===== config.mk =====
export PLATFORM = sky130hd
export DESIGN_NAME = encoded_symbol_decoder_unit_flat
export DESIGN_NICKNAME = d
export VERILOG_FILES = /design/src/hw/rtl/esd_pkg.sv /design/src/hw/rtl/esd_if.sv /design/src/hw/rtl/encoded_symbol_decoder_unit.sv /design/src/flat_wrapper.sv
export SDC_FILE = /design/constraint.sdc
export NUM_CORES = 1
export LEC_CHECK = 0
export BUFFER_PORTS_ARGS = -buffer_cell sky130_fd_sc_hd__buf_2
export CORE_ASPECT_RATIO = 1.75
export CORE_MARGIN = 4
export CORE_UTILIZATION = 37
export CTS_CLUSTER_SIZE = 25
export DETAILED_ROUTE_END_ITERATION = 6
export GPL_TIMING_DRIVEN = 0
export PLACE_DENSITY = 0.55
export SYNTH_ARGS = -nofsm -noshare
export SYNTH_HDL_FRONTEND = slang
export SYNTH_SLANG_ARGS = --single-unit
export TNS_END_PERCENT = 20

===== constraint.sdc =====
create_clock -name clock -period 4.5 [get_ports clock]
set_clock_uncertainty 0.15 [all_clocks]
set_input_delay 0.9 -clock clock [delete_from_list [all_inputs] [get_ports clock]]
set_output_delay 0.9 -clock clock [all_outputs]
set_load 0.005 [all_outputs]

===== src/hw/rtl/esd_pkg.sv =====
// types, constants and the alphabet lookup of the encoded symbol decoder
package esd_pkg;

   localparam int unsigned SYM_BITS  = 6;
   localparam int unsigned TAIL_BITS = 4;
   localparam int unsigned NID_BITS  = 64;
   localparam int unsigned POS_BITS  = 5;

   localparam logic [POS_BITS-1:0] NAME_LEN  = 5'd15;
   localparam logic [POS_BITS-1:0] TAIL_POS  = 5'd10;
   localparam logic [POS_BITS-1:0] SEP_POS_A = 5'd11;
   localparam logic [POS_BITS-1:0] LIB_POS   = 5'd12;
   localparam logic [POS_BITS-1:0] SEP_POS_B = 5'd13;
   localparam logic [POS_BITS-1:0] MOD_POS   = 5'd14;
   localparam logic [POS_BITS-1:0] POS_SAT   = 5'd16;

   localparam logic [7:0] SEP_CHAR   = 8'h23;
   localparam logic [7:0] PLUS_CHAR  = 8'h2B;
   localparam logic [7:0] MINUS_CHAR = 8'h2D;

   typedef struct packed {
      logic [7:0] ch;
      logic       last;
   } esd_req_type;

   typedef struct packed {
      logic                encoded;
      logic                chars_ok;
      logic [NID_BITS-1:0] nid;
      logic [SYM_BITS-1:0] lib_id;
      logic [SYM_BITS-1:0] module_id;
   } esd_rsp_type;

   typedef struct packed {
      logic                ok;
      logic [SYM_BITS-1:0] idx;
   } sym_type;

   // A-Z a-z 0-9 + - to 0..63, ok low for anything else
   function automatic sym_type sym_lookup(input logic [7:0] c);
      sym_type    s;
      logic [7:0] d;
      s = '{ok: 1'b1, idx: '0};
      d = '0;
      case (c) inside
         [8'h41:8'h5A]: d = c - 8'h41;
         [8'h61:8'h7A]: d = c - 8'h61 + 8'd26;
         [8'h30:8'h39]: d = c - 8'h30 + 8'd52;
         PLUS_CHAR:     d = 8'd62;
         MINUS_CHAR:    d = 8'd63;
         default:       s.ok = 1'b0;
      endcase
      s.idx = d[SYM_BITS-1:0];
      return s;
   endfunction

endpackage


===== src/hw/rtl/esd_if.sv =====
// valid/ready channels for characters in and decoded names out
interface esd_req_if import esd_pkg::*; ();
   logic        valid;
   logic        ready;
   esd_req_type data;
   modport source(output valid, output data, input ready);
   modport sink(input valid, input data, output ready);
endinterface

interface esd_rsp_if import esd_pkg::*; ();
   logic        valid;
   logic        ready;
   esd_rsp_type data;
   modport source(output valid, output data, input ready);
   modport sink(input valid, input data, output ready);
endinterface


===== src/hw/rtl/encoded_symbol_decoder_unit.sv =====
// encoded symbol name decoder: character stream in, one decoded word per name out
//
//   channel   dir  word                                      per
//   req_chan  in   ch[7:0], last                             character
//   rsp_chan  out  encoded, chars_ok, nid[63:0], lib_id,     name
//                  module_id
//
// one character is taken per cycle unless a word waits on a stalled output;
// the decoder state updates in the same edge, and the decoded word is loaded
// into the output register from the last character, valid in the cycle after it
// reset clears the decoder state and the output valid flag
// a stalled output holds the word; characters are taken while the word leaves
module encoded_symbol_decoder_unit import esd_pkg::*; (
   input logic      clock,
   input logic      reset,
   esd_req_if.sink  req_chan,
   esd_rsp_if.source rsp_chan
);

   logic [POS_BITS-1:0] position_ff,      position_in;
   logic [NID_BITS-1:0] nid_accum_ff,     nid_accum_in;
   logic                nid_stopped_ff,   nid_stopped_in;
   logic [SYM_BITS-1:0] lib_accum_ff,     lib_accum_in;
   logic [SYM_BITS-1:0] module_accum_ff,  module_accum_in;
   logic                separators_ok_ff, separators_ok_in;
   logic                all_chars_ok_ff,  all_chars_ok_in;
   logic                rsp_valid_ff,     rsp_valid_in;
   esd_rsp_type         rsp_data_ff,      rsp_data_in;

   logic    take;
   logic    enc;
   sym_type sym;

   assign req_chan.ready = !rsp_valid_ff || rsp_chan.ready;
   assign take           = req_chan.valid && req_chan.ready;
   assign sym            = sym_lookup(req_chan.data.ch);

   always_comb begin
      position_in      = position_ff;
      nid_accum_in     = nid_accum_ff;
      nid_stopped_in   = nid_stopped_ff;
      lib_accum_in     = lib_accum_ff;
      module_accum_in  = module_accum_ff;
      separators_ok_in = separators_ok_ff;
      all_chars_ok_in  = all_chars_ok_ff;

      if (position_ff <= TAIL_POS) begin
         if (!nid_stopped_ff) begin
            if (!sym.ok) begin
               nid_stopped_in  = 1'b1;
               all_chars_ok_in = 1'b0;
            end else if (position_ff < TAIL_POS) begin
               nid_accum_in = {nid_accum_ff[NID_BITS-SYM_BITS-1:0], sym.idx};
            end else begin
               // last identifier character gives only its top bits
               nid_accum_in = {nid_accum_ff[NID_BITS-TAIL_BITS-1:0],
                               sym.idx[SYM_BITS-1 -: TAIL_BITS]};
            end
         end
      end else if (position_ff == SEP_POS_A || position_ff == SEP_POS_B) begin
         if (req_chan.data.ch != SEP_CHAR) separators_ok_in = 1'b0;
      end else if (position_ff == LIB_POS) begin
         if (sym.ok) lib_accum_in = sym.idx; else all_chars_ok_in = 1'b0;
      end else if (position_ff == MOD_POS) begin
         if (sym.ok) module_accum_in = sym.idx; else all_chars_ok_in = 1'b0;
      end

      if (position_ff < POS_SAT) position_in = position_ff + 5'd1;

      enc = (position_in == NAME_LEN) && separators_ok_in;
      rsp_data_in.encoded   = enc;
      rsp_data_in.chars_ok  = all_chars_ok_in;
      rsp_data_in.nid       = enc ? nid_accum_in : '0;
      rsp_data_in.lib_id    = enc ? lib_accum_in : '0;
      rsp_data_in.module_id = enc ? module_accum_in : '0;

      rsp_valid_in = rsp_valid_ff && !rsp_chan.ready;
      if (take && req_chan.data.last) rsp_valid_in = 1'b1;
   end

   always_ff @(posedge clock) begin
      if (reset) begin
         position_ff      <= '0;
         nid_accum_ff     <= '0;
         nid_stopped_ff   <= 1'b0;
         lib_accum_ff     <= '0;
         module_accum_ff  <= '0;
         separators_ok_ff <= 1'b1;
         all_chars_ok_ff  <= 1'b1;
         rsp_valid_ff     <= 1'b0;
      end else begin
         rsp_valid_ff <= rsp_valid_in;
         if (take) begin
            if (req_chan.data.last) begin
               // name complete: start over for the next one
               position_ff      <= '0;
               nid_accum_ff     <= '0;
               nid_stopped_ff   <= 1'b0;
               lib_accum_ff     <= '0;
               module_accum_ff  <= '0;
               separators_ok_ff <= 1'b1;
               all_chars_ok_ff  <= 1'b1;
            end else begin
               position_ff      <= position_in;
               nid_accum_ff     <= nid_accum_in;
               nid_stopped_ff   <= nid_stopped_in;
               lib_accum_ff     <= lib_accum_in;
               module_accum_ff  <= module_accum_in;
               separators_ok_ff <= separators_ok_in;
               all_chars_ok_ff  <= all_chars_ok_in;
            end
         end
      end
   end

   always_ff @(posedge clock) begin
      if (take && req_chan.data.last) rsp_data_ff <= rsp_data_in;
   end

   assign rsp_chan.valid = rsp_valid_ff;
   assign rsp_chan.data  = rsp_data_ff;

`ifndef SYNTH
   a_word_needs_last: assert property (@(posedge clock) disable iff (reset)
      $rose(rsp_valid_ff) |-> $past(take && req_chan.data.last))
      else $error("output word without a last character");

   a_plain_word_zero: assert property (@(posedge clock) disable iff (reset)
      rsp_valid_ff && !rsp_data_ff.encoded |->
         rsp_data_ff.nid == '0 && rsp_data_ff.lib_id == '0 &&
         rsp_data_ff.module_id == '0)
      else $error("ids not zero on a name that is not encoded");

   a_pos_saturates: assert property (@(posedge clock) disable iff (reset)
      position_ff <= POS_SAT)
      else $error("position counter past saturation");

   a_stop_clears_ok: assert property (@(posedge clock) disable iff (reset)
      nid_stopped_ff |-> !all_chars_ok_ff)
      else $error("identifier stopped but characters still reported ok");
`endif

endmodule


===== src/flat_wrapper.sv =====
// flat-port wrapper written by rule: the top's interface ports become plain ports
module encoded_symbol_decoder_unit_flat import esd_pkg::*;
  (clock, reset, req_chan_valid, req_chan_data, req_chan_ready, rsp_chan_valid, rsp_chan_data, rsp_chan_ready);
  esd_req_if req_chan_i ();
  esd_rsp_if rsp_chan_i ();
  input logic clock;
  input logic reset;
  input wire logic [$bits(req_chan_i.valid)-1:0] req_chan_valid;
  input wire logic [$bits(req_chan_i.data)-1:0] req_chan_data;
  output wire logic [$bits(req_chan_i.ready)-1:0] req_chan_ready;
  output wire logic [$bits(rsp_chan_i.valid)-1:0] rsp_chan_valid;
  output wire logic [$bits(rsp_chan_i.data)-1:0] rsp_chan_data;
  input wire logic [$bits(rsp_chan_i.ready)-1:0] rsp_chan_ready;
  assign req_chan_i.valid = req_chan_valid;
  assign req_chan_i.data = req_chan_data;
  assign req_chan_ready = req_chan_i.ready;
  assign rsp_chan_valid = rsp_chan_i.valid;
  assign rsp_chan_data = rsp_chan_i.data;
  assign rsp_chan_i.ready = rsp_chan_ready;
  encoded_symbol_decoder_unit u_core (.clock(clock), .reset(reset), .req_chan(req_chan_i), .rsp_chan(rsp_chan_i));
endmodule

## Word level (Yosys, flattened, before mapping)

Index checks and enable logic that the tools add are counted.

| cells by class | value |
|---|---|
| add/sub/neg operators | 6 |
| magnitude comparators | 9 |
| equal/unequal tests | 8 |
| mux-type cells | 44 |
| reduce and logical (&&, ||, !) cells | 13 |

Operators with widths:

| kind | number |
|---|---|
| 64-bit two-way mux | 5 |
| 6-bit two-way mux | 16 |
| 5-bit by 4-bit equality test with 1-bit output (second input constant) | 5 |
| 1-bit two-way mux | 21 |
| 8-bit by 6-bit equality test with 1-bit output (second input constant) | 2 |
| 8-bit by 7-bit >= comparator with 1-bit output (second input constant) | 2 |
| 8-bit by 7-bit less-or-equal comparator with 1-bit output (second input constant) | 2 |
| 6-bit subtractor (second input constant) | 2 |
| 5-bit two-way mux | 2 |
| 8-bit by 6-bit >= comparator with 1-bit output (second input constant) | 1 |
| 8-bit by 6-bit less-or-equal comparator with 1-bit output (second input constant) | 1 |
| 8-bit by 6-bit inequality test with 1-bit output (second input constant) | 1 |
| 1-bit logical AND | 7 |
| 6-bit by 5-bit adder with 6-bit output (second input constant) | 1 |
| 6-bit adder (second input constant) | 1 |
| 6-bit by 1-bit subtractor with 6-bit output (second input constant) | 1 |
| 5-bit by 1-bit adder with 5-bit output (second input constant) | 1 |
| 5-bit by 4-bit less-or-equal comparator with 1-bit output (second input constant) | 1 |
| 5-bit by 4-bit < comparator with 1-bit output (second input constant) | 1 |
| 5-bit < comparator (second input constant) | 1 |
| 1-bit logical NOT | 2 |
| 1-bit logical OR | 2 |
| 2-bit AND reduction | 1 |
| 2-bit nonzero test | 1 |

| storage, ports and cells | value |
|---|---|
| bits in registers | 163 |
| bits of input ports | 13 |
| word-level logic and storage cells | 93 |

## Logic depth before layout (Yosys ltp)

| depth | value |
|---|---|
| word-level depth | 12 |
| mapped depth | 12 |
| gate-level depth less buffers | 9 |

## Least setup slack after synthesis

OpenSTA, ideal clock, no wires.

| timing | value |
|---|---|
| path kind | input -> register |
| start | input port rsp_chan_ready |
| end | register u_core.lib_accum_ff[0] |
| setup time | 0.128 ns |
| arrival | 3.624 ns |
| data required time | 4.222 ns |
| setup slack | 0.598 ns |
| cell stages on the path | 8 |
| cells stage by stage | nand2b_1 -> and2_1 -> clkbuf_1 -> nand2_1 -> inv_1 -> a41oi_2 -> a22oi_1 -> nor2_1 |

| between the ends | value |
|---|---|
| longest elaborated chain between the ends | 2 |

Ends and longest elaborated chain:

| item | RTL line | RTL |
|---|---|---|
| from (decl) | flat_wrapper.sv:13 | `input wire logic [$bits(rsp_chan_i.ready)-1:0] rsp_chan_ready;` |
| 1-bit logical OR | encoded_symbol_decoder_unit.sv:34 | `assign req_chan.ready = !rsp_valid_ff \|\| rsp_chan.ready;` |
| 1-bit logical AND | encoded_symbol_decoder_unit.sv:35 | `assign take = req_chan.valid && req_chan.ready;` |
| to (signal assigned) | encoded_symbol_decoder_unit.sv:107 | `lib_accum_ff <= lib_accum_in;` |
| to (decl) | encoded_symbol_decoder_unit.sv:23 | `logic [SYM_BITS-1:0] lib_accum_ff, lib_accum_in;` |

No other way between the ends.
A chain may end at the register's enable or synchronous reset.

## Final worst setup path

| timing | value |
|---|---|
| start | input port req_chan_data[3] |
| end | register u_core.rsp_data_ff, in the netlist u_core.rsp_chan.data[21] (data pin) |

| between the ends | value |
|---|---|
| longest elaborated chain between the ends | 9 |
| elaborated cells between the ends (all ways) | 24 |
| those cells by class | order compare (6); eq/ne (3); mux (11); reduce/logical (4) |

Ends and longest elaborated chain:

| item | RTL line | RTL |
|---|---|---|
| from (decl) | flat_wrapper.sv:9 | `input wire logic [$bits(req_chan_i.data)-1:0] req_chan_data;` |
| parallel branches: the longest is 9 deep, another holds 8-bit by 6-bit >= comparator with 1-bit output | - |  |
| to (signal assigned) | encoded_symbol_decoder_unit.sv:117 | `if (take && req_chan.data.last) rsp_data_ff <= rsp_data_in;` |
| to (decl) | encoded_symbol_decoder_unit.sv:28 | `esd_rsp_type rsp_data_ff, rsp_data_in;` |

Several ways; the timed one is not identified.

==> metrics <==
commonest non-fill, non-tap cells in the layout=buf_2, nor2_1, dfxtp_1, edfxtp_1, nand2_1; Netlist cell types=63; Detail Placement HPWL=14.7 mm; Final WS setup=0.755 ns; CTS Root Cell=clkbuf_16; Hold Vio Cnt, Final=0; GRT Resource Usage Total=17.0%; sequential area share after synthesis=51.5%; Worst Max-Slew Pin Slew=0.765 ns; Crit Path Max Fanout=10; H-tree level count=4; Clock Sinks=163; Mapped Area=0.00785 mm2; Detail Route Antenna Nets=0; CTS Buffer Depth=2; Top FF cell, synth=dfxtp_1; antenna cells=0; Starting Density=37.5%; FFs w/ async S/R, synth=0%; GPL Wtd Cong=0.835; Final nets=879; vias in the first global route=6141; slew margin rel.=49.0%; CP endpoint kind=register; Setup-failing EPs final=0; Reg clk slew, reported paths=0.06 ns; PortBufs=91; cts hold-fix bufs=0; Critical Path RT=4.54 ns; most common cell after layout, fill and taps aside=buf_2; LEAKAGE=3.18 nW; Area growth, synth to finish=18.4%; DR vias=5892; post-place instance area=0.00864 mm2; Synth area leaders=edfxtp_1, dfxtp_1, mux2i_1, o21ai_2, a211oi_1; DR iter-0 viols=300; DRT Pass-1 Iters=4; vias per inst=5.27; Post-CTS Setup Repair Bufs=0; Mapped Nets=768; average cell area after synthesis=10.6 um2; CTS buffer count=17; RSZ-0062 raised after global routing=no; Slew Limit Fails=0; HP Class=register to register; layout cells sized above 1=25.1%; die area=0.0237 mm2; number of synthesized flops with an enable pin=78; initial antenna violation count=0; post-synthesis register bit count=163; CTS tree=done; DIE WIDTH=118 um; Critical Path AT=3.78 ns; biggest area consumer among synthesized cells=edfxtp_1; Final Cell Area=0.00929 mm2; WS Path Type=input port to register; DRC Markers=0; Overall Power=3.42 mW; pwr dens=368 mW/mm2; GR Overflow Total=0; Synth Instances=742; status=finished, final reports clean; crit path time final=3.75 ns; clk_lat worst skew=0.42 ns; Post-Route WL=19.8 mm; global-route wire length before repair=32.4 mm; core area=0.0209 mm2; Die Span Y=201 um; maxcap violations=0; DP Worst Slack=0.312 ns; Max Clk Rate=267 MHz; Peak VDD IR=0.251 mV; Core Rows=70; post_cts resized=0; filler instances=2023; part of the cycle the worst path needs=83.2%; Ys Warns=0; drt wl/cell=17.7 um; CP startpoint kind=input port; I/O pin total=93; Core Util, Final=44.4%; pin count of the biggest net entering global routing=45; Synth top area share=29.8%
## flip-flops by register name (all words and copies together) (netlist names)
register / count
u_core.rsp_chan.data: 78
u_core.nid_accum_ff: 64
u_core.lib_accum_ff: 6
u_core.module_accum_ff: 6
u_core.position_ff: 5
u_core.all_chars_ok_ff: 1
u_core.nid_stopped_ff: 1
u_core.rsp_chan.valid: 1
u_core.separators_ok_ff: 1
## worst paths after layout
kind / startpoint / end / slack, ns / depth (start not counted)
max reg2reg: u_core.position_ff[2]$_SDFFE_PP0P_ / u_core.rsp_chan.data[17]$_SDFFCE_PN0P_ / 1.30 / 9
min reg2reg: u_core.nid_accum_ff[63]$_SDFFE_PP0P_ / u_core.nid_accum_ff[63]$_SDFFE_PP0P_ / 0.31 / 2
min: u_core.nid_accum_ff[63]$_SDFFE_PP0P_ / u_core.nid_accum_ff[63]$_SDFFE_PP0P_ / 0.31 / 2
max: req_chan_data[3] / u_core.rsp_chan.data[21]$_SDFFCE_PN0P_ / 0.75 / 12
## cell usage after synthesis, types with 4 or more instances
cell / count
nor2b_1: 5
nor3_1: 5
o21ai_0: 11
a31oi_1: 4
o21ai_2: 61
buf_2: 9
mux2i_1: 73
nand4_1: 5
clkbuf_1: 30
dfxtp_1: 85
a21oi_1: 12
nor2_1: 99
buf_6: 7
o211ai_1: 5
a22oi_1: 14
edfxtp_1: 78
nand2b_1: 4
and2_1: 4
nand2_1: 76
buf_1: 5
ha_1: 13
nand3_1: 9
xnor2_1: 5
a211oi_1: 63
inv_1: 12
## through the flow
step / hold slack, ns / cells / setup TNS, ns
global route: 0.334 / 1118 / 0
global placement: 0.286 / 1085 / -20.65
CTS: 0.307 / 1118 / 0
detailed placement: 0.292 / 1086 / 0
finish: 0.305 / 1118 / 0
floorplan: 0.276 / 742 / 0
## routing by layer
| layer | wire, um | global-route usage [%] | vias to the layer above |
|---|---|---|---|
| li1 | - | - | 2934 |
| met1 | 7450 | 17.2 | 2818 |
| met2 | 11200 | 33.9 | 115 |
| met3 | 679 | 2.93 | 25 |
| met4 | 464 | 6.62 | 0 |
| met5 | 0 | 0 | - |
## worst max-delay path, cell delays in order
cell and delay, ns:
buf_2 0.20, inv_1 0.15, ha_1 0.29, nor2b_1 0.15, o21ai_1 0.28, o211a_1 0.21, buf_2 0.23, o31a_1 0.21
buf_2 0.27, clkbuf_1 0.43, nor2_1 0.07, a211oi_1 0.37
## report_power, final
| part | internal (mW) | switching, mW | leakage [nW] |
|---|---|---|---|
| Sequential | 1.58 | 0.00971 | 1.44 |
| Combinational | 0.0733 | 0.177 | 1.42 |
| Clock | 1.00 | 0.586 | 0.315 |
| Total | 2.65 | 0.773 | 3.18 |
## cell type report
cell class / count / area, um2 / share of cell area, %
Sequential cell: 163 / 4040 / 43.5
Multi-Input combinational cell: 512 / 3480 / 37.5
Timing Repair Buffer: 92 / 475 / 5.12
Clock buffer: 19 / 443 / 4.77
Tap cell: 252 / 315 / 3.39
Buffer: 54 / 275 / 2.96
Clock inverter: 13 / 206 / 2.22
Inverter: 13 / 51.3 / 0.552
## kinds of logic after synthesis
kind of cell	count (synthesis)	share of synthesized area (%)
multiplexers	73	9.31
adder cells (fa/ha/maj)	13	2.07
flip-flops	163	51.5
XOR/XNOR	5	0.558
AO/OA/AOI/OAI	197	20.1
AND/OR/NAND/NOR	224	12.3
buffers and inverters	67	4.13
Note: power is estimated with default switching activity, not from simulation.
